**src/hdl/kvp_pkg.sv**
```systemverilog
// ----------------------------------------------------------------------------
// kvp_pkg
// Types and constants shared by the key/value parser modules.
// ----------------------------------------------------------------------------
`timescale 1ns / 1ps
`default_nettype none

package kvp_pkg;

   localparam int KEY_COUNT      = 21;
   localparam int CODE_W         = 5;
   localparam int VALUE_W        = 32;
   localparam int FLAG_KEY_COUNT = 4;    // a, t, o, d carry their first byte

   localparam logic [CODE_W-1:0] CODE_Z = 5'd19;  // signed key

   localparam logic [7:0] CHAR_EQ    = 8'h3d;
   localparam logic [7:0] CHAR_COMMA = 8'h2c;
   localparam logic [7:0] CHAR_MINUS = 8'h2d;
   localparam logic [7:0] CHAR_ZERO  = 8'h30;
   localparam logic [7:0] CHAR_NINE  = 8'h39;

   // key bytes in code order: a t o d f m i p q s v x y w h c r X Y z C
   localparam logic [7:0] KEY_TABLE [KEY_COUNT] = '{
      8'h61, 8'h74, 8'h6f, 8'h64, 8'h66, 8'h6d, 8'h69, 8'h70, 8'h71, 8'h73, 8'h76,
      8'h78, 8'h79, 8'h77, 8'h68, 8'h63, 8'h72, 8'h58, 8'h59, 8'h7a, 8'h43
   };

   typedef struct packed {
      logic [7:0] ch;
      logic       char_valid;
      logic       last;
   } req_type;

   typedef struct packed {
      logic               pair_valid;
      logic [CODE_W-1:0]  field_code;
      logic [VALUE_W-1:0] field_value;
      logic               done_res;
      logic               parse_ok;
   } rsp_type;

   typedef struct packed {
      logic              known;
      logic [CODE_W-1:0] code;
   } key_info_type;

endpackage

`default_nettype wire

```
**src/hdl/graphics_control_key_value_parser_top.sv**
```systemverilog
// ----------------------------------------------------------------------------
// graphics_control_key_value_parser_top
// Parses a key=value,key=value control string one byte per word and emits
// one (code, value) pair per known key with a non-empty value, plus done/ok on the final word.
// ----------------------------------------------------------------------------
//  channel | ports                           | direction | word
//  --------+---------------------------------+-----------+------------------
//  req     | req_valid, req_stall, req_data  | in        | ch, char_valid, last
//  rsp     | rsp_valid, rsp_stall, rsp_data  | out       | pair, code, value, done, ok
//
//  One word per cycle sustained unless rsp stalls; each word passes through the
//  input register and, if it makes a result, then through the output register.
//  The parse step is combinational (one multiply-by-ten add).
//  Reset is synchronous, active high; it empties both registers and returns
//  the parser to its key phase.
//  A word that makes no result retires even while rsp is stalled; a word
//  that makes a result waits in the input register until the output frees.
// ----------------------------------------------------------------------------
`timescale 1ns / 1ps
`default_nettype none

module graphics_control_key_value_parser_top (
   input  wire logic              clock,
   input  wire logic              reset,
   input  wire logic              req_valid,
   output logic                   req_stall,
   input  wire kvp_pkg::req_type  req_data,
   output logic                   rsp_valid,
   input  wire logic              rsp_stall,
   output kvp_pkg::rsp_type       rsp_data
);

   // input register
   logic             in_valid_ff, in_valid_in;
   kvp_pkg::req_type in_data_ff;

   // output register
   logic             out_valid_ff, out_valid_in;
   kvp_pkg::rsp_type out_data_ff;

   kvp_pkg::rsp_type step_result;
   logic             step_produces;
   logic             out_free, advance, req_take;

   // output can load when empty or being drained this cycle
   assign out_free  = !out_valid_ff || !rsp_stall;
   // held word retires when it needs no output slot or one is free
   assign advance   = in_valid_ff && (!step_produces || out_free);
   assign req_stall = in_valid_ff && !advance;
   assign req_take  = req_valid && !req_stall;

   kvp_parser u_parser (
      .clock    (clock),
      .reset    (reset),
      .step_en  (advance),
      .item     (in_data_ff),
      .result   (step_result),
      .produces (step_produces)
   );

   always_comb begin
      if (req_take) begin
         in_valid_in = 1'b1;
      end else if (advance) begin
         in_valid_in = 1'b0;
      end else begin
         in_valid_in = in_valid_ff;
      end
   end

   always_comb begin
      if (advance && step_produces) begin
         out_valid_in = 1'b1;
      end else if (!rsp_stall) begin
         out_valid_in = 1'b0;
      end else begin
         out_valid_in = out_valid_ff;
      end
   end

   always_ff @(posedge clock) begin
      if (reset) begin
         in_valid_ff  <= 1'b0;
         out_valid_ff <= 1'b0;
      end else begin
         in_valid_ff  <= in_valid_in;
         out_valid_ff <= out_valid_in;
      end
   end

   always_ff @(posedge clock) begin
      if (req_take) begin
         in_data_ff <= req_data;
      end
      if (advance && step_produces) begin
         out_data_ff <= step_result;
      end
   end

   assign rsp_valid = out_valid_ff;
   assign rsp_data  = out_data_ff;

endmodule

`default_nettype wire

```
**src/hdl/kvp_key_decode.sv**
```systemverilog
// ----------------------------------------------------------------------------
// kvp_key_decode
// Maps a key byte to its field code; flags bytes that are not known keys.
// ----------------------------------------------------------------------------
`timescale 1ns / 1ps
`default_nettype none

module kvp_key_decode (
   input  wire logic [7:0]           key,
   output kvp_pkg::key_info_type     info
);

   always_comb begin
      info = '0;
      for (int k = 0; k < kvp_pkg::KEY_COUNT; k++) begin
         if (!info.known && kvp_pkg::KEY_TABLE[k] == key) begin
            info.known = 1'b1;
            info.code  = kvp_pkg::CODE_W'(k);
         end
      end
   end

endmodule

`default_nettype wire

```
**src/hdl/kvp_parser.sv**
```systemverilog
// ----------------------------------------------------------------------------
// kvp_parser
// Parse state and the one-step update for a registered input word.
// ----------------------------------------------------------------------------
`timescale 1ns / 1ps
`default_nettype none

module kvp_parser (
   input  wire logic              clock,
   input  wire logic              reset,
   input  wire logic              step_en,
   input  wire kvp_pkg::req_type  item,
   output kvp_pkg::rsp_type       result,
   output logic                   produces
);

   localparam logic [1:0] PH_KEY  = 2'd0;
   localparam logic [1:0] PH_EQ   = 2'd1;
   localparam logic [1:0] PH_VAL  = 2'd2;
   localparam logic [1:0] PH_FAIL = 2'd3;

   logic [1:0]  phase_ff, phase_in, ph_after;
   logic [7:0]  key_ff, key_in, key_after;
   logic [31:0] acc_ff, acc_in, tv_acc;
   logic [7:0]  first_ff, first_in, tv_first;
   logic        ne_ff, ne_in, tv_ne;
   logic        neg_ff, neg_in, tv_neg;
   logic        nds_ff, nds_in, tv_nds;
   logic        take_byte, take_digit, clear_val, close_req, pair, ok, is_digit;
   logic [31:0] pair_value;
   kvp_pkg::key_info_type key_info;

   kvp_key_decode u_key_decode (
      .key  (key_ff),
      .info (key_info)
   );

   assign is_digit = (item.ch >= kvp_pkg::CHAR_ZERO) && (item.ch <= kvp_pkg::CHAR_NINE);

   always_comb begin
      key_after  = key_ff;
      ph_after   = phase_ff;
      take_byte  = 1'b0;
      clear_val  = 1'b0;
      close_req  = 1'b0;
      if (item.char_valid) begin
         unique case (phase_ff)
            PH_KEY: begin
               key_after = item.ch;
               ph_after  = PH_EQ;
            end
            PH_EQ: begin
               if (item.ch == kvp_pkg::CHAR_EQ) begin
                  clear_val = 1'b1;
                  ph_after  = PH_VAL;
               end else begin
                  ph_after  = PH_FAIL;
               end
            end
            PH_VAL: begin
               if (item.ch == kvp_pkg::CHAR_COMMA) begin
                  close_req = 1'b1;
                  clear_val = 1'b1;
                  ph_after  = PH_KEY;
               end else begin
                  take_byte = 1'b1;
               end
            end
            default: ;
         endcase
      end
      if (item.last && ph_after == PH_VAL) begin
         close_req = 1'b1;
      end
   end

   // value bytes: a leading '-' sets the sign and is not accumulated as a digit
   always_comb begin
      tv_acc     = acc_ff;
      tv_first   = first_ff;
      tv_ne      = ne_ff;
      tv_neg     = neg_ff;
      tv_nds     = nds_ff;
      take_digit = 1'b0;
      if (take_byte) begin
         if (!ne_ff) begin
            tv_first = item.ch;
            if (item.ch == kvp_pkg::CHAR_MINUS) begin
               tv_neg = 1'b1;
               tv_ne  = 1'b1;
            end else begin
               take_digit = 1'b1;
            end
         end else begin
            take_digit = 1'b1;
         end
         if (take_digit) begin
            tv_ne = 1'b1;
            if (is_digit) begin
               tv_acc = {acc_ff[28:0], 3'b000} + {acc_ff[30:0], 1'b0} + {28'd0, item.ch[3:0]};
            end else begin
               tv_nds = 1'b1;
            end
         end
      end
   end

   always_comb begin
      if (key_info.code < kvp_pkg::CODE_W'(kvp_pkg::FLAG_KEY_COUNT)) begin
         pair_value = {24'd0, tv_first};
      end else if (key_info.code == kvp_pkg::CODE_Z) begin
         pair_value = tv_nds ? 32'd0 : (tv_neg ? (32'd0 - tv_acc) : tv_acc);
      end else begin
         pair_value = (tv_nds || tv_neg) ? 32'd0 : tv_acc;
      end
   end

   assign pair     = close_req && tv_ne && key_info.known;
   assign ok       = !(ph_after == PH_EQ || ph_after == PH_FAIL);
   assign produces = pair || item.last;

   always_comb begin
      result.pair_valid  = pair;
      result.field_code  = pair ? key_info.code : '0;
      result.field_value = pair ? pair_value : '0;
      result.done_res    = item.last;
      result.parse_ok    = item.last && ok;
   end

   always_comb begin
      if (item.last) begin
         phase_in = PH_KEY;
         key_in   = '0;
         acc_in   = '0;
         first_in = '0;
         ne_in    = 1'b0;
         neg_in   = 1'b0;
         nds_in   = 1'b0;
      end else begin
         phase_in = ph_after;
         key_in   = key_after;
         acc_in   = clear_val ? '0   : tv_acc;
         first_in = clear_val ? '0   : tv_first;
         ne_in    = clear_val ? 1'b0 : tv_ne;
         neg_in   = clear_val ? 1'b0 : tv_neg;
         nds_in   = clear_val ? 1'b0 : tv_nds;
      end
   end

   always_ff @(posedge clock) begin
      if (reset) begin
         phase_ff <= PH_KEY;
         key_ff   <= '0;
         acc_ff   <= '0;
         first_ff <= '0;
         ne_ff    <= 1'b0;
         neg_ff   <= 1'b0;
         nds_ff   <= 1'b0;
      end else if (step_en) begin
         phase_ff <= phase_in;
         key_ff   <= key_in;
         acc_ff   <= acc_in;
         first_ff <= first_in;
         ne_ff    <= ne_in;
         neg_ff   <= neg_in;
         nds_ff   <= nds_in;
      end
   end

endmodule

`default_nettype wire

```
**config.mk**
```make
export PLATFORM = sky130hd
export DESIGN_NAME = graphics_control_key_value_parser_top
export DESIGN_NICKNAME = d
export VERILOG_FILES = /design/src/hdl/kvp_pkg.sv /design/src/hdl/graphics_control_key_value_parser_top.sv /design/src/hdl/kvp_key_decode.sv /design/src/hdl/kvp_parser.sv
export SDC_FILE = /design/constraint.sdc
export NUM_CORES = 1
export LEC_CHECK = 0
export ABC_AREA = 1
export BUFFER_PORTS_ARGS = -buffer_cell sky130_fd_sc_hd__buf_2
export CORE_MARGIN = 3
export CORE_UTILIZATION = 50
export CTS_CLUSTER_DIAMETER = 150
export DETAILED_ROUTE_END_ITERATION = 12
export HOLD_SLACK_MARGIN = 0.12
export PLACE_DENSITY = 0.73
export SETUP_SLACK_MARGIN = 0.15
export SYNTH_ARGS = -nofsm -noshare
export SYNTH_HDL_FRONTEND = slang
export SYNTH_SLANG_ARGS = --single-unit
```
**constraint.sdc**
```tcl
create_clock -name clock -period 4.6 [get_ports clock]
set_input_delay 0.46 -clock clock [delete_from_list [all_inputs] [get_ports clock]]
set_output_delay 0.46 -clock clock [all_outputs]
set_load 0.02 [all_outputs]
```
# Yosys cells after proc, flatten, opt, wreduce, memory -nomap -nowiden
# Index checks and enable logic that the tools add are counted.
word_totals:
  regBits: 105
  output_inout_bits: 42
  wordCells: 198
op_classes:
  n_addsub: 3
  n_lt_le_gt_ge: 3
  n_eq_ne: 31
  n_mux: 76
  bitwise: 1
  reduce_logical: 66
ops:
  columns: ["operator", "n"]
  rows:
  - ["2-to-1 mux 32 bit", 9]
  - ["== test 7 x 8 -> 1 bit, first input constant", 21]
  - ["2-to-1 mux 6 bit", 21]
  - ["2-to-1 mux 8 bit", 8]
  - ["2-to-1 mux 1 bit", 33]
  - ["adder 32 bit", 1]
  - ["adder 32 x 4 -> 32 bit", 1]
  - ["subtractor 1 x 32 -> 32 bit, first input constant", 1]
  - ["logical AND 1 bit", 29]
  - ["zero test 1 bit", 26]
  - ["== test 8 x 6 -> 1 bit, second input constant", 3]
  - [">= comparator 8 x 6 -> 1 bit, second input constant", 1]
  - ["<= comparator 8 x 6 -> 1 bit, second input constant", 1]
  - ["== test 2 bit, second input constant", 3]
  - ["2-to-1 mux 2 bit", 3]
  - ["case mux 2 bit (3 select lines)", 1]
  - ["nonzero test 2 bit", 3]
  - ["== test 5 bit, second input constant", 1]
  - ["logical OR 1 bit", 5]
  - ["< comparator 5 x 3 -> 1 bit, second input constant", 1]
  - ["== test 2 x 1 -> 1 bit, second input constant", 2]
  - ["AND reduction 3 bit", 1]
  - ["zero test 2 bit", 1]
  - ["inequality test 2 x 1 -> 1 bit, second input constant", 1]
  - ["3 further kinds", 3]

# Longest topological paths before layout
# Gate-level depths: netlist (run 1).
depth:
  ltp_word: 72
  ltp_mapped: 25
  ltp_nobuf: 25

# Cells and area by module
# A second synthesis (run 1) with hierarchy kept.
hier_totals:
  hier_cells: 1479
  area_unflattened_um2: 9285.2
modules_own_cells:
  columns: ["module", "instances", "cells_each", "area_each_um2", "seq_area_each_um2"]
  rows:
  - ["kvp_parser", 1, 1325, 7273.2, 1061.0]
  - ["graphics_control_key_value_parser_top", 1, 69, 1611.5, 1541.5]
  - ["kvp_key_decode", 1, 85, 400.4, 0.0]

# Worst setup path before layout (run 1)
# Ideal clock, no wire load.
synth_path:
  path_type: "reg-to-reg"
  start: "reg in_data_ff[5] (netlist name)"
  end: "reg out_data_ff, in the netlist rsp_data[17], data pin"
  setup_time_ps: 266
  t_arrival_ps: 3213
  required_ps: 4334
  setup_slack_ps: 1121
  stages_incl_launch_ff: 21
  path_buffers: 0
  period_less_slack_ps: 3479
  path_cell_list: "edfxtp_1 fa_1 inv_1 fa_1 inv_1 nand3_1 nand3_1 nand3_1 nand2_1 nand2_1 nand2_1 nand2_1 nand3_1 nand2_1 nor2_1 nand2_1 nor3_4 nor2_1 xor2_1 a22oi_1 nor2_1"
synth_between:
  elab_chain_len: 11
synth_rtl:
  columns: ["element", "line_no", "source"]
  rows:
  - ["start, declared", "graphics_control_key_value_parser_top.sv:35", "kvp_pkg::req_type in_data_ff;"]
  - ["start signal, assigned", "graphics_control_key_value_parser_top.sv:93", "in_data_ff <= req_data;"]
  - ["parallel branches: the longest is 11 deep, another holds adder 32 x 4 -> 32 bit", null, null]
  - ["end signal, assigned", "graphics_control_key_value_parser_top.sv:96", "out_data_ff <= step_result;"]
  - ["end, declared", "graphics_control_key_value_parser_top.sv:39", "kvp_pkg::rsp_type out_data_ff;"]
# Several ways; the timed one is not identified. The select of a mux whose other input is x is not followed.
# A chain may end at the register's enable or synchronous reset.

# Worst setup path in the final report (run 1)
layout_path:
  start: "reg in_data_ff[5] (netlist name)"
  end: "reg out_data_ff, in the netlist rsp_data[25], data pin"
# Same word-level chain as after synthesis.

==> metrics.md, run 1 <==
| Metric | Value |
|---|---|
| Number of global-route vias before repair | 8707 |
| Syn nets | 1509 |
| Placed Instance Area | 9590 µm² |
| First-pass DRT Iterations | 6 |
| Synth Warn # | 0 |
| Fmax | 0.249 GHz |
| DP HPWL | 19700 µm |
| List of most frequent post-synthesis cells | nand2_1 (392), nor2_1 (212), inv_1 (173) |
| Via count | 9298 |
| Share of cells above drive strength 1 | 0.0976 |
| Layout area overhead | 8.44% |
| Run status | finished, final reports clean |
| Startpoint types | flip-flop |
| Slew @ Worst Pin | 0.941 ns |
| Seq cells post-synth | 105 |
| Row cnt | 48 |
| CP Max Fanout | 7 |
| Top Layer Used | met4 |
| Setup Crit Path Kind | reg -> reg |
| DIE AREA | 19900 µm² |
| Cell family with most CP delay | simple AND/OR/NAND/NOR gates |
| Chip Width | 141 µm |
| Critical-path top delay cell | fa_1 |
| Clk_lat worst skew | 0.36 ns |
| Slew Limit Fails | 0 |
| Core area | 17600 µm² |
| Total grt overflow | 0 |
| Avg Synthesized Cell Area | 6.38 µm² |
| VDD IR max | 0.248 mV |
| Dominant synthesized flop cell | dfxtp_1 |
| First-pass GRT wire length | 42400 µm |
| Crit end category | flip-flop |
| Main area contributors after synthesis | edfxtp_1 (16%), nand2_1 (16%), dfxtp_1 (12%), nor2_1 (8.7%), ha_1 (8.6%) |
| Antenna violations before repair | 0 |
| Critical path buffer and inverter count | 2 |
| DRC | 0 |
| First DRT Iteration DRCs | 788 |
| Met2 wire length | 12500 µm |
| Crit path to | rsp_data[25] |
| CTS Buf Count | 9 |
| Worst-path clk slew | 0.08 ns |
| Most numerous cell in the Yosys netlist | nand2_1 |
| GPL Wtd Cong | 0.966 |
| Via density | 5.47 |
| ANT nets after route | 0 |
| Worst Hold Margin | 0.269 ns |
| Post-Layout Inst Area | 9900 µm² |
| Capturing point of the worst reg2reg path | rsp_data[25] |
| DRT met1 WL | 10900 µm |
| Max Buffers Root-to-Sink | 2 |
| Tmin final | 4.02 ns |
| Port-buffer cells | 55 |
| H-Tree Depth | 3 |
| Req. time, crit path | 4.68 ns |
| Aggregate global-route resource usage | 0.259 |
| Crit. path cell count | 21 |
| Seq/Total Area, Yosys | 0.285 |
| Die height | 141 µm |
| Critical Path Start | in_data_ff[5] |
| Clk_skew | 0.00807 ns |
| Final setup viols | 0 |
| Worst EP arrival | 4.10 ns |
| Final period utilization | 0.874 |
| Post-synth top area share | 0.164 |
| Yosys cell types | 51 |
| Initial Utilization | 0.519 |
| Total power | 0.00248 W |
| Routed length per placed instance | 15.1 µm |
| EDFF count, synth | 50 |
| Leak | 4.71 nW |
| Layout Nets | 1549 |
| Post-route setup TNS | 0 ns |
| Ant. Diodes | 0 |
| Max Cap Viol | 0 |
| Num Clock Sinks | 105 |
| Critical path cell sequence | fa_1, inv_1, fa_1, inv_1, nand3_1, nand3_1, nand3_1, nand2_1, nand2_1, nand2_1, nand2_1, nand3_1, nand2_1, nor2_1, nand2_1, nor3_4, nand4_1, nand2_1, nand2_1, nand3_1, a21oi_1 |
| Root buf cell | clkbuf_16 |
| Setup repair after global routing missed its margin | false |
| Largest area contributor in the netlist | edfxtp_1 |
| Rel. slew slack | 0.369 |
| Async S/R FF share, synth | 0 |
| Core Util, Final | 0.563 |
| Final hold violations | 0 |
| Internal reg-to-reg setup slack | 0.58 ns |
| Mapped Cells | 1430 |
| Cell mode on critical path | nand2_1 |
| Pwr/cell area | 251 nW/µm² |
| Final Routed Wirelength | 25700 µm |
| Start of the worst register-to-register path | in_data_ff[5] |
| Worst Reg2Reg Path Length in Cells | 21 |
| Hold Path Class | in -> reg |
| Max incr delay on CP | 0.61 ns |
| CTS tree | yes |
| I/O pin count | 56 |
| Post-Syn Area | 9130 µm² |
| Metal3 WL | 1480 µm |
| Pin count of the biggest net entering global routing | 54 |
[metrics by stage]
step,std cells,worst slack [ns]
final,1700,0.580
after global routing,1700,0.192
after CTS,1700,0.529
after detailed placement,1684,0.568
after global placement,1684,0.786
after floorplan,1430,1.12
[worst register-to-register path: cells and delay by family, from the launching register on]
family	cells	cell delay (ns)
fa+ha+maj	2	1.05
compound gates	1	0.06
flops	1	0.47
simple gates	16	1.95
buf+inv	2	0.20
[layout by cell type (no fill, tap or decap), types with 12 or more instances in the layout]
cell | netlist | layout
nand2_1 | 392 | 392
nor2_1 | 212 | 212
inv_1 | 173 | 173
nand3_1 | 123 | 123
a21oi_1 | 79 | 79
o21ai_0 | 75 | 75
ha_1 | 63 | 63
dfxtp_1 | 55 | 55
buf_2 | 16 | 55
edfxtp_1 | 50 | 50
nand4_1 | 29 | 29
nor3_1 | 19 | 19
nand2_2 | 13 | 13
buf_4 | 0 | 12
[cells by family (layout without fill, tap and decap cells)]
kind of cell               count (synthesis)  in the layout  synth area share
xor gates and xnor gates                  15             15            0.0144
DFF                                      105            105             0.285
and+or+nand+nor                          829            829             0.396
AOI/OAI and AO/OA                        195            195             0.118
buffers and inverters                    221            266            0.0959
adders and majority gates                 65             65            0.0907
[per-layer routing]
layer | vias up | GRT usage
met5 | - | 0
li1 | 4749 | -
met3 | 53 | 0.0356
met4 | 0 | 0.0867
met2 | 323 | 0.455
met1 | 4173 | 0.325
[timing repair]
item	in CTS	in global routing
resized for setup	0	0
hold buffers	0	0
setup endpoints to repair	0	1
setup buffers	0	0
[layout make-up]
type	instances	area, µm²
clock inverters	7	83.8
inverters	183	687
well taps	225	282
fillers	1727	7700
repair buffers	67	365
multi-input cells	1104	5660
clock buffers	9	225
flip-flops and latches	105	2600
[worst min path at each step]
stage	from	to	slack, ns	depth (start not counted)
floorplan	u_parser.first_ff[1]	u_parser.first_ff[1]	0.42	2
global placement	u_parser.first_ff[6]	u_parser.first_ff[6]	0.43	2
detailed placement	u_parser.first_ff[1]	u_parser.first_ff[1]	0.44	2
CTS	req_data[4]	in_data_ff[4]	0.26	1
global route	req_data[4]	in_data_ff[4]	0.26	1
finish	req_data[8]	in_data_ff[8]	0.27	1
[state kept, by name, indices dropped and copies added, names as in the netlist, 2 cells and up]
register and count:
u_parser.acc_ff 32, rsp_data 40, u_parser.phase_ff 2, u_parser.key_ff 8
in_data_ff 10, u_parser.first_ff 8
[power breakdown]
| group | total (W) | internal (W) | switching, W | leakage, nW |
|---|---|---|---|---|
| clock network | 0.000808 | 0.000433 | 0.000375 | 0.149 |
| registers | 0.00107 | 0.00102 | 0.0000447 | 0.884 |
| logic | 0.000605 | 0.000193 | 0.000412 | 3.67 |
| total | 0.00248 | 0.00165 | 0.000832 | 4.71 |
(Power assumes the default switching activity.)
==> run 2: changes to the inputs <==
SYNTH_HIERARCHICAL = 1   (was default)
==> run 2 against run 1 <==
Net effect:
- fmax is 8.1% higher
- setup slack better by 0.30 ns
- via count is 1.9% higher
- synthesized cell count is 3.4% higher
- non-clock buffer count is 2 lower
- critical path type unchanged
==> metrics.md, run 2 <==
| Metric | Value |
|---|---|
| Run status | finished, final reports clean (unchanged) |
| Largest area contributor in the netlist | nand2_1 (was edfxtp_1) |
| Layout area overhead | 8.04% (was 8.44%) |
| Crit end category | flip-flop (unchanged) |
| Total grt overflow | 0 (unchanged) |
| Post-CTS setup buffer count | 0 (unchanged) |
| Routed length per placed instance | 14.3 µm (was 15.1 µm) |
| First-pass DRT Iterations | 5 (was 6) |
| CTS Hold Bufs | 0 (unchanged) |
| Num Clock Sinks | 105 (unchanged) |
| Slew @ Worst Pin | 1.06 ns (was 0.941 ns) |
| Slew Limit Fails | 0 (unchanged) |
| Post-Syn Area | 9290 µm² (was 9130 µm²) |
| Final setup viols | 0 (unchanged) |
| Multi-input logic area | 5640 µm² (was 5660 µm²) |
| Worst Hold Margin | 0.278 ns (was 0.269 ns) |
| Dpl cells | 1737 (was 1684) |
| Max Buffers Root-to-Sink | 2 (unchanged) |
| Row cnt | 49 (was 48) |
| Number of global-route vias before repair | 8793 (was 8707) |
| Main area contributors after synthesis | nand2_1 (20%), edfxtp_1 (16%), dfxtp_1 (12%), inv_1 (8.6%), ha_1 (8.5%) (was edfxtp_1 (16%), nand2_1 (16%), dfxtp_1 (12%), nor2_1 (8.7%), ha_1 (8.6%)) |
| I/O pin count | 56 (unchanged) |
| Via count | 9473 (was 9298) |
| Startpoint types | flip-flop (unchanged) |
| Clk_skew | 0.00632 ns (was 0.00807 ns) |
| Max Cap Viol | 0 (unchanged) |
| Cell mode on critical path | nand2_1 (unchanged) |
| Aggregate global-route resource usage | 0.248 (was 0.259) |
| Setup Crit Path Kind | reg -> reg (unchanged) |
| Seq cells post-synth | 105 (unchanged) |
| Fmax | 0.269 GHz (was 0.249 GHz) |
| Final period utilization | 0.808 (was 0.874) |
| First-pass GRT wire length | 41300 µm (was 42400 µm) |
| Clk_lat worst skew | 0.35 ns (was 0.36 ns) |
| Hold Path Class | in -> reg (unchanged) |
| Worst-path clk slew | 0.07 ns (was 0.08 ns) |
| Pwr/cell area | 188 nW/µm² (was 251 nW/µm²) |
| Post-route setup TNS | 0 ns (unchanged) |
| Core area | 18100 µm² (was 17600 µm²) |
| Cell Count, Final, Fillers Out | 1753 (was 1700) |
| Worst Reg2Reg Path Length in Cells | 20 (was 21) |
| Largest register FFs | 40 (unchanged) |
| Die height | 142 µm (was 141 µm) |
| Setup repair after global routing missed its margin | false (unchanged) |
| First DRT Iteration DRCs | 810 (was 788) |
| Antenna violations before repair | 0 (unchanged) |
| Most common cell after layout, fill and taps aside | nand2_1 (unchanged) |
| H-Tree Depth | 3 (unchanged) |
| Rel. slew slack | 0.292 (was 0.369) |
| Req. time, crit path | 4.70 ns (was 4.68 ns) |
| Total power | 0.00189 W (was 0.00248 W) |
| Fill cells | 1860 (was 1727) |
| Final Routed Wirelength | 25200 µm (was 25700 µm) |
| GPL Wtd Cong | 0.958 (was 0.966) |
| Via density | 5.40 (was 5.47) |
| Root buf cell | clkbuf_16 (unchanged) |
| DIE AREA | 20200 µm² (was 19900 µm²) |
| Hold Path Depth | 1 (unchanged) |
| CTS resizes | 0 (unchanged) |
| CTS tree | yes (unchanged) |
| Crit. path cell count | 20 (was 21) |
| Dominant synthesized flop cell | dfxtp_1 (unchanged) |
| Worst EP arrival | 3.82 ns (was 4.10 ns) |
| Layout Nets | 1598 (was 1549) |
| CP Max Fanout | 6 (was 7) |
| Post-synth top area share | 0.203 (was 0.164) |
| ANT nets after route | 0 (unchanged) |
| Tmin final | 3.72 ns (was 4.02 ns) |
| CTS Buf Count | 9 (unchanged) |
| Max incr delay on CP | 0.54 ns (was 0.61 ns) |
| EDFF count, synth | 50 (unchanged) |
| Chip Width | 142 µm (was 141 µm) |
| Syn nets | 1558 (was 1509) |
| DRC | 0 (unchanged) |
| DP HPWL | 19400 µm (was 19700 µm) |
| Async S/R FF share, synth | 0 (unchanged) |
| Initial Utilization | 0.513 (was 0.519) |
| Synth Warn # | 6 (was 0) |
| List of most frequent post-synthesis cells | nand2_1 (503), inv_1 (213), a21oi_1 (117) (was nand2_1 (392), nor2_1 (212), inv_1 (173)) |
| Critical-path top delay cell | fa_1 (unchanged) |
| Yosys cell types | 50 (was 51) |
| Critical path buffer and inverter count | 2 (unchanged) |
| Most numerous cell in the Yosys netlist | nand2_1 (unchanged) |
| Seq/Total Area, Yosys | 0.280 (was 0.285) |
| Commonest cells after routing, fill and taps aside | nand2_1 (503), inv_1 (213), a21oi_1 (117) (was nand2_1 (392), nor2_1 (212), inv_1 (173)) |
| Final hold violations | 0 (unchanged) |
| Mapped Cells | 1479 (was 1430) |
| Ant. Diodes | 0 (unchanged) |
| Storage cell area | 2600 µm² (unchanged) |
| Critical path cell sequence | inv_1, fa_1, fa_1, inv_1, nand2_1, nand2_1, and2_1, nand2_1, nand3_1, nand2_1, nand3_1, nand2_1, nor2_1, nand3_2, nor2_2, nand3_1, nand2_2, nand2_1, o21ai_0, a21oi_1 (was fa_1, inv_1, fa_1, inv_1, nand3_1, nand3_1, nand3_1, nand2_1, nand2_1, nand2_1, nand2_1, nand3_1, nand2_1, nor2_1, nand2_1, nor3_4, nand4_1, nand2_1, nand2_1, nand3_1, a21oi_1) |
| Pin count of the biggest net entering global routing | 56 (was 54) |
| Port-buffer cells | 55 (unchanged) |
| Share of cells above drive strength 1 | 0.111 (was 0.0976) |
| Cell family with most CP delay | simple AND/OR/NAND/NOR gates (unchanged) |
| Leak | 5.17 nW (was 4.71 nW) |
| Avg Synthesized Cell Area | 6.28 µm² (was 6.38 µm²) |
| VDD IR max | 0.188 mV (was 0.248 mV) |
## run 2: layout make-up
| cell class | instances | area share |
|---|---|---|
| Inverter | 227 | 0.0849 |
| Clock buffer | 9 | 0.0224 |
| Tap cell | 229 | 0.0286 |
| Clock inverter | 7 | 0.00761 |
| Timing Repair Buffer | 65 | 0.0349 |
| Sequential cell | 105 | 0.259 |
| Multi-Input combinational cell | 1111 | 0.562 |
## run 2: through the flow
stage           util  worst slack [ns]  instance area, µm²
2_1_floorplan      -              1.18                9290
3_3_place_gp   0.538              1.04                9730
3_5_place_dp   0.538             0.904                9730
4_1_cts        0.555             0.878               10000
5_1_grt        0.555             0.522               10000
6_report       0.555             0.881               10000
## run 2: power by group
part	internal (W)	leakage (nW)	switching [W]
Clock	0.000427	0.151	0.000356
Sequential	0.000995	0.876	0.0000121
Combinational	0.0000249	4.14	0.0000734
## run 2: path summary, 6_finish.rpt
check	slack [ns]	from	to
worst max-delay path	0.88	in_data_ff[5]	rsp_data[27]
worst min register to register	0.47	u_parser/key_ff[7]	u_parser/key_ff[7]
worst max register to register	0.88	in_data_ff[5]	rsp_data[27]
worst min-delay path	0.28	req_data[0]	in_data_ff[0]
## run 2: worst reg2reg max path: stages, from the launching register on
cell	delay (ns)
edfxtp_1	0.42
inv_1	0.11
fa_1	0.54
fa_1	0.46
inv_1	0.10
nand2_1	0.07
nand2_1	0.07
and2_1	0.20
nand2_1	0.09
nand3_1	0.09
nand2_1	0.06
nand3_1	0.08
nand2_1	0.15
nor2_1	0.22
nand3_2	0.12
nor2_2	0.15
nand3_1	0.11
nand2_2	0.11
nand2_1	0.08
o21ai_0	0.18
a21oi_1	0.06
## run 2: per-layer routing
layer / share of wire / global-route usage
met3: 0.052 / 0.0252
met4: 0.033 / 0.0904
met2: 0.49 / 0.438
met1: 0.42 / 0.314
met5: 0 / 0
## run 2: logic make-up after synthesis
family,Yosys count,share of synthesized area
AOI/OAI and AO/OA,211,0.123
xor gates and xnor gates,6,0.00566
adders and majority gates,65,0.0892
buffers and inverters,263,0.114
DFF,105,0.280
muxes,1,0.00108
and+or+nand+nor,828,0.387
==> run 3: changes to the inputs <==
PLACE_DENSITY = 0.75   (was 0.73)
clock period = 3.4 ns   (was 4.6 ns; I/O delays follow)
==> run 3 against run 2 <==
Net effect:
- setup slack worse by 0.77 ns
- critical endpoint is now rsp_data[32]
- first-iteration DRC count is 3.8% higher
- register-to-register slack worse by 0.77 ns
- combinational power is 61% higher
- clock power is 33% higher
- highest routed layer unchanged
- critical path depth stayed put
- power is 36% higher
- clock-buffer cell count is 1 higher
- global-route usage is 1.2 points higher
==> metrics.md, run 3 (same netlist as run 2, synthesis figures left out) <==
| Metric | Value |
|---|---|
| Run status | finished, final reports clean (unchanged) |
| Critical path cell sequence | inv_2, fa_2, inv_2, ha_4, nand2_1, nor2_2, nand2_1, nand3b_1, nand3_1, nand2_1, nand3_1, nand3_2, inv_1, nand2_1, nor2_1, nand3_1, nand2_1, nand2_1, nand3_1, a21oi_1 (was inv_1, fa_1, fa_1, inv_1, nand2_1, nand2_1, and2_1, nand2_1, nand3_1, nand2_1, nand3_1, nand2_1, nor2_1, nand3_2, nor2_2, nand3_1, nand2_2, nand2_1, o21ai_0, a21oi_1) |
| CTS tree | yes (unchanged) |
| Aggregate global-route resource usage | 0.260 (was 0.248) |
| Port-buffer cells | 55 (unchanged) |
| Total power | 0.00256 W (was 0.00189 W) |
| Layout Nets | 1659 (was 1598) |
| Routed length per placed instance | 15.2 µm (was 14.3 µm) |
| Storage cell area | 2620 µm² (was 2600 µm²) |
| Max Cap Viol | 0 (unchanged) |
| Max incr delay on CP | 0.57 ns (was 0.54 ns) |
| Number of global-route vias before repair | 9082 (was 8793) |
| Worst-path clk slew | 0.08 ns (was 0.07 ns) |
| Worst Hold Margin | 0.164 ns (was 0.278 ns) |
| Layout area overhead | 19.0% (was 8.04%) |
| VDD IR max | 0.264 mV (was 0.188 mV) |
| Ant. Diodes | 0 (unchanged) |
| Slew Limit Fails | 0 (unchanged) |
| Req. time, crit path | 3.50 ns (was 4.70 ns) |
| GPL Wtd Cong | 0.918 (was 0.958) |
| Dpl cells | 1771 (was 1737) |
| Pin count of the biggest net entering global routing | 56 (unchanged) |
| CTS Buf Count | 9 (unchanged) |
| Pwr/cell area | 232 nW/µm² (was 188 nW/µm²) |
| Total grt overflow | 0 (unchanged) |
| Antenna violations before repair | 0 (unchanged) |
| First-pass DRT Iterations | 5 (unchanged) |
| Setup Crit Path Kind | reg -> reg (unchanged) |
| Clk_lat worst skew | 0.35 ns (about the same) |
| DRC | 0 (unchanged) |
| Multi-input logic area | 6110 µm² (was 5640 µm²) |
| Fmax | 0.304 GHz (was 0.269 GHz) |
| CP Max Fanout | 2 (was 6) |
| Slew @ Worst Pin | 1.17 ns (was 1.06 ns) |
| Num Clock Sinks | 105 (unchanged) |
| Hold Path Class | in -> reg (unchanged) |
| I/O pin count | 56 (unchanged) |
| Leak | 5.61 nW (was 5.17 nW) |
| Largest register FFs | 40 (unchanged) |
| CTS Hold Bufs | 0 (unchanged) |
| Rel. slew slack | 0.220 (was 0.292) |
| Die height | 142 µm (unchanged) |
| Cell family with most CP delay | simple AND/OR/NAND/NOR gates (unchanged) |
| Max Buffers Root-to-Sink | 2 (unchanged) |
| Setup repair after global routing missed its margin | true (was false) |
| DP HPWL | 20300 µm (was 19400 µm) |
| Initial Utilization | 0.513 (unchanged) |
| DIE AREA | 20200 µm² (unchanged) |
| Tmin final | 3.29 ns (was 3.72 ns) |
| First DRT Iteration DRCs | 841 (was 810) |
| Via density | 5.44 (was 5.40) |
| Cell Count, Final, Fillers Out | 1814 (was 1753) |
| Crit end category | flip-flop (unchanged) |
| Chip Width | 142 µm (unchanged) |
| Final setup viols | 0 (unchanged) |
| Clk_skew | 0.0112 ns (was 0.00632 ns) |
| Critical path buffer and inverter count | 3 (was 2) |
| Fill cells | 1644 (was 1860) |
| Most common cell after layout, fill and taps aside | nand2_1 (unchanged) |
| Startpoint types | flip-flop (unchanged) |
| First-pass GRT wire length | 43000 µm (was 41300 µm) |
| Core area | 18100 µm² (unchanged) |
| Final Routed Wirelength | 27600 µm (was 25200 µm) |
| ANT nets after route | 0 (unchanged) |
| Final hold violations | 0 (unchanged) |
| Share of cells above drive strength 1 | 0.216 (was 0.111) |
| Final period utilization | 0.966 (was 0.808) |
| Root buf cell | clkbuf_16 (unchanged) |
| Commonest cells after routing, fill and taps aside | nand2_1 (472), inv_1 (205), a21oi_1 (114) (was nand2_1 (503), inv_1 (213), a21oi_1 (117)) |
| Critical-path top delay cell | fa_2 (was fa_1) |
| Row cnt | 49 (unchanged) |
| Cell mode on critical path | nand2_1 (unchanged) |
| Via count | 9869 (was 9473) |
| Worst EP arrival | 3.38 ns (was 3.82 ns) |
| H-Tree Depth | 3 (unchanged) |
## run 3: final cells by class
class                   count  share of cell area
clock buffers              10              0.0226
clock inverters             6             0.00419
inverters                 227              0.0777
multi-input cells        1111               0.553
flip-flops and latches    105               0.237
well taps                 229              0.0259
repair buffers            126              0.0795
## run 3: timing repair
item,CTS,global route
pin swaps,21,30
resized for setup,37,114
buffers inserted,7,19
endpoints found under the hold margin,0,0
setup endpoints to repair,23,76
gates cloned,0,1
## run 3: per-stage QoR
step	utilization	setup TNS, ns	setup WS (ns)	cell area, µm²
6_report	0.611	0	0.114	11100
5_1_grt	0.611	-0.325	-0.120	11100
4_1_cts	0.581	0	0.153	10500
3_5_place_dp	0.554	-0.434	-0.107	10000
3_3_place_gp	0.554	0	0.0605	10000
2_1_floorplan	-	0	0.144	9300
## run 3: power breakdown
part / internal, W / leakage, nW / switching, W
combinational: 0.0000470 / 4.58 / 0.000111
clock: 0.000550 / 0.148 / 0.000489
sequential: 0.00135 / 0.882 / 0.0000168
total: 0.00194 / 5.61 / 0.000617
## run 3: path summary, 6_finish.rpt
path         depth (start not counted)                  to  slack [ns]                from
min reg2reg                          2  u_parser/key_ff[7]        0.47  u_parser/key_ff[7]
min                                  1       in_data_ff[0]        0.16         req_data[0]
max reg2reg                         20        rsp_data[32]        0.11       in_data_ff[5]
max                                 20        rsp_data[32]        0.11       in_data_ff[5]
## run 3: routing by layer
| layer | up-vias | GRT usage | part of all wire | wire, µm |
|---|---|---|---|---|
| met5 | - | 0 | 0 | 0 |
| met1 | 4440 | 0.313 | 0.41 | 11200 |
| li1 | 4932 | - | - | - |
| met4 | 0 | 0.102 | 0.041 | 1140 |
| met2 | 405 | 0.463 | 0.49 | 13600 |
| met3 | 92 | 0.0407 | 0.062 | 1720 |
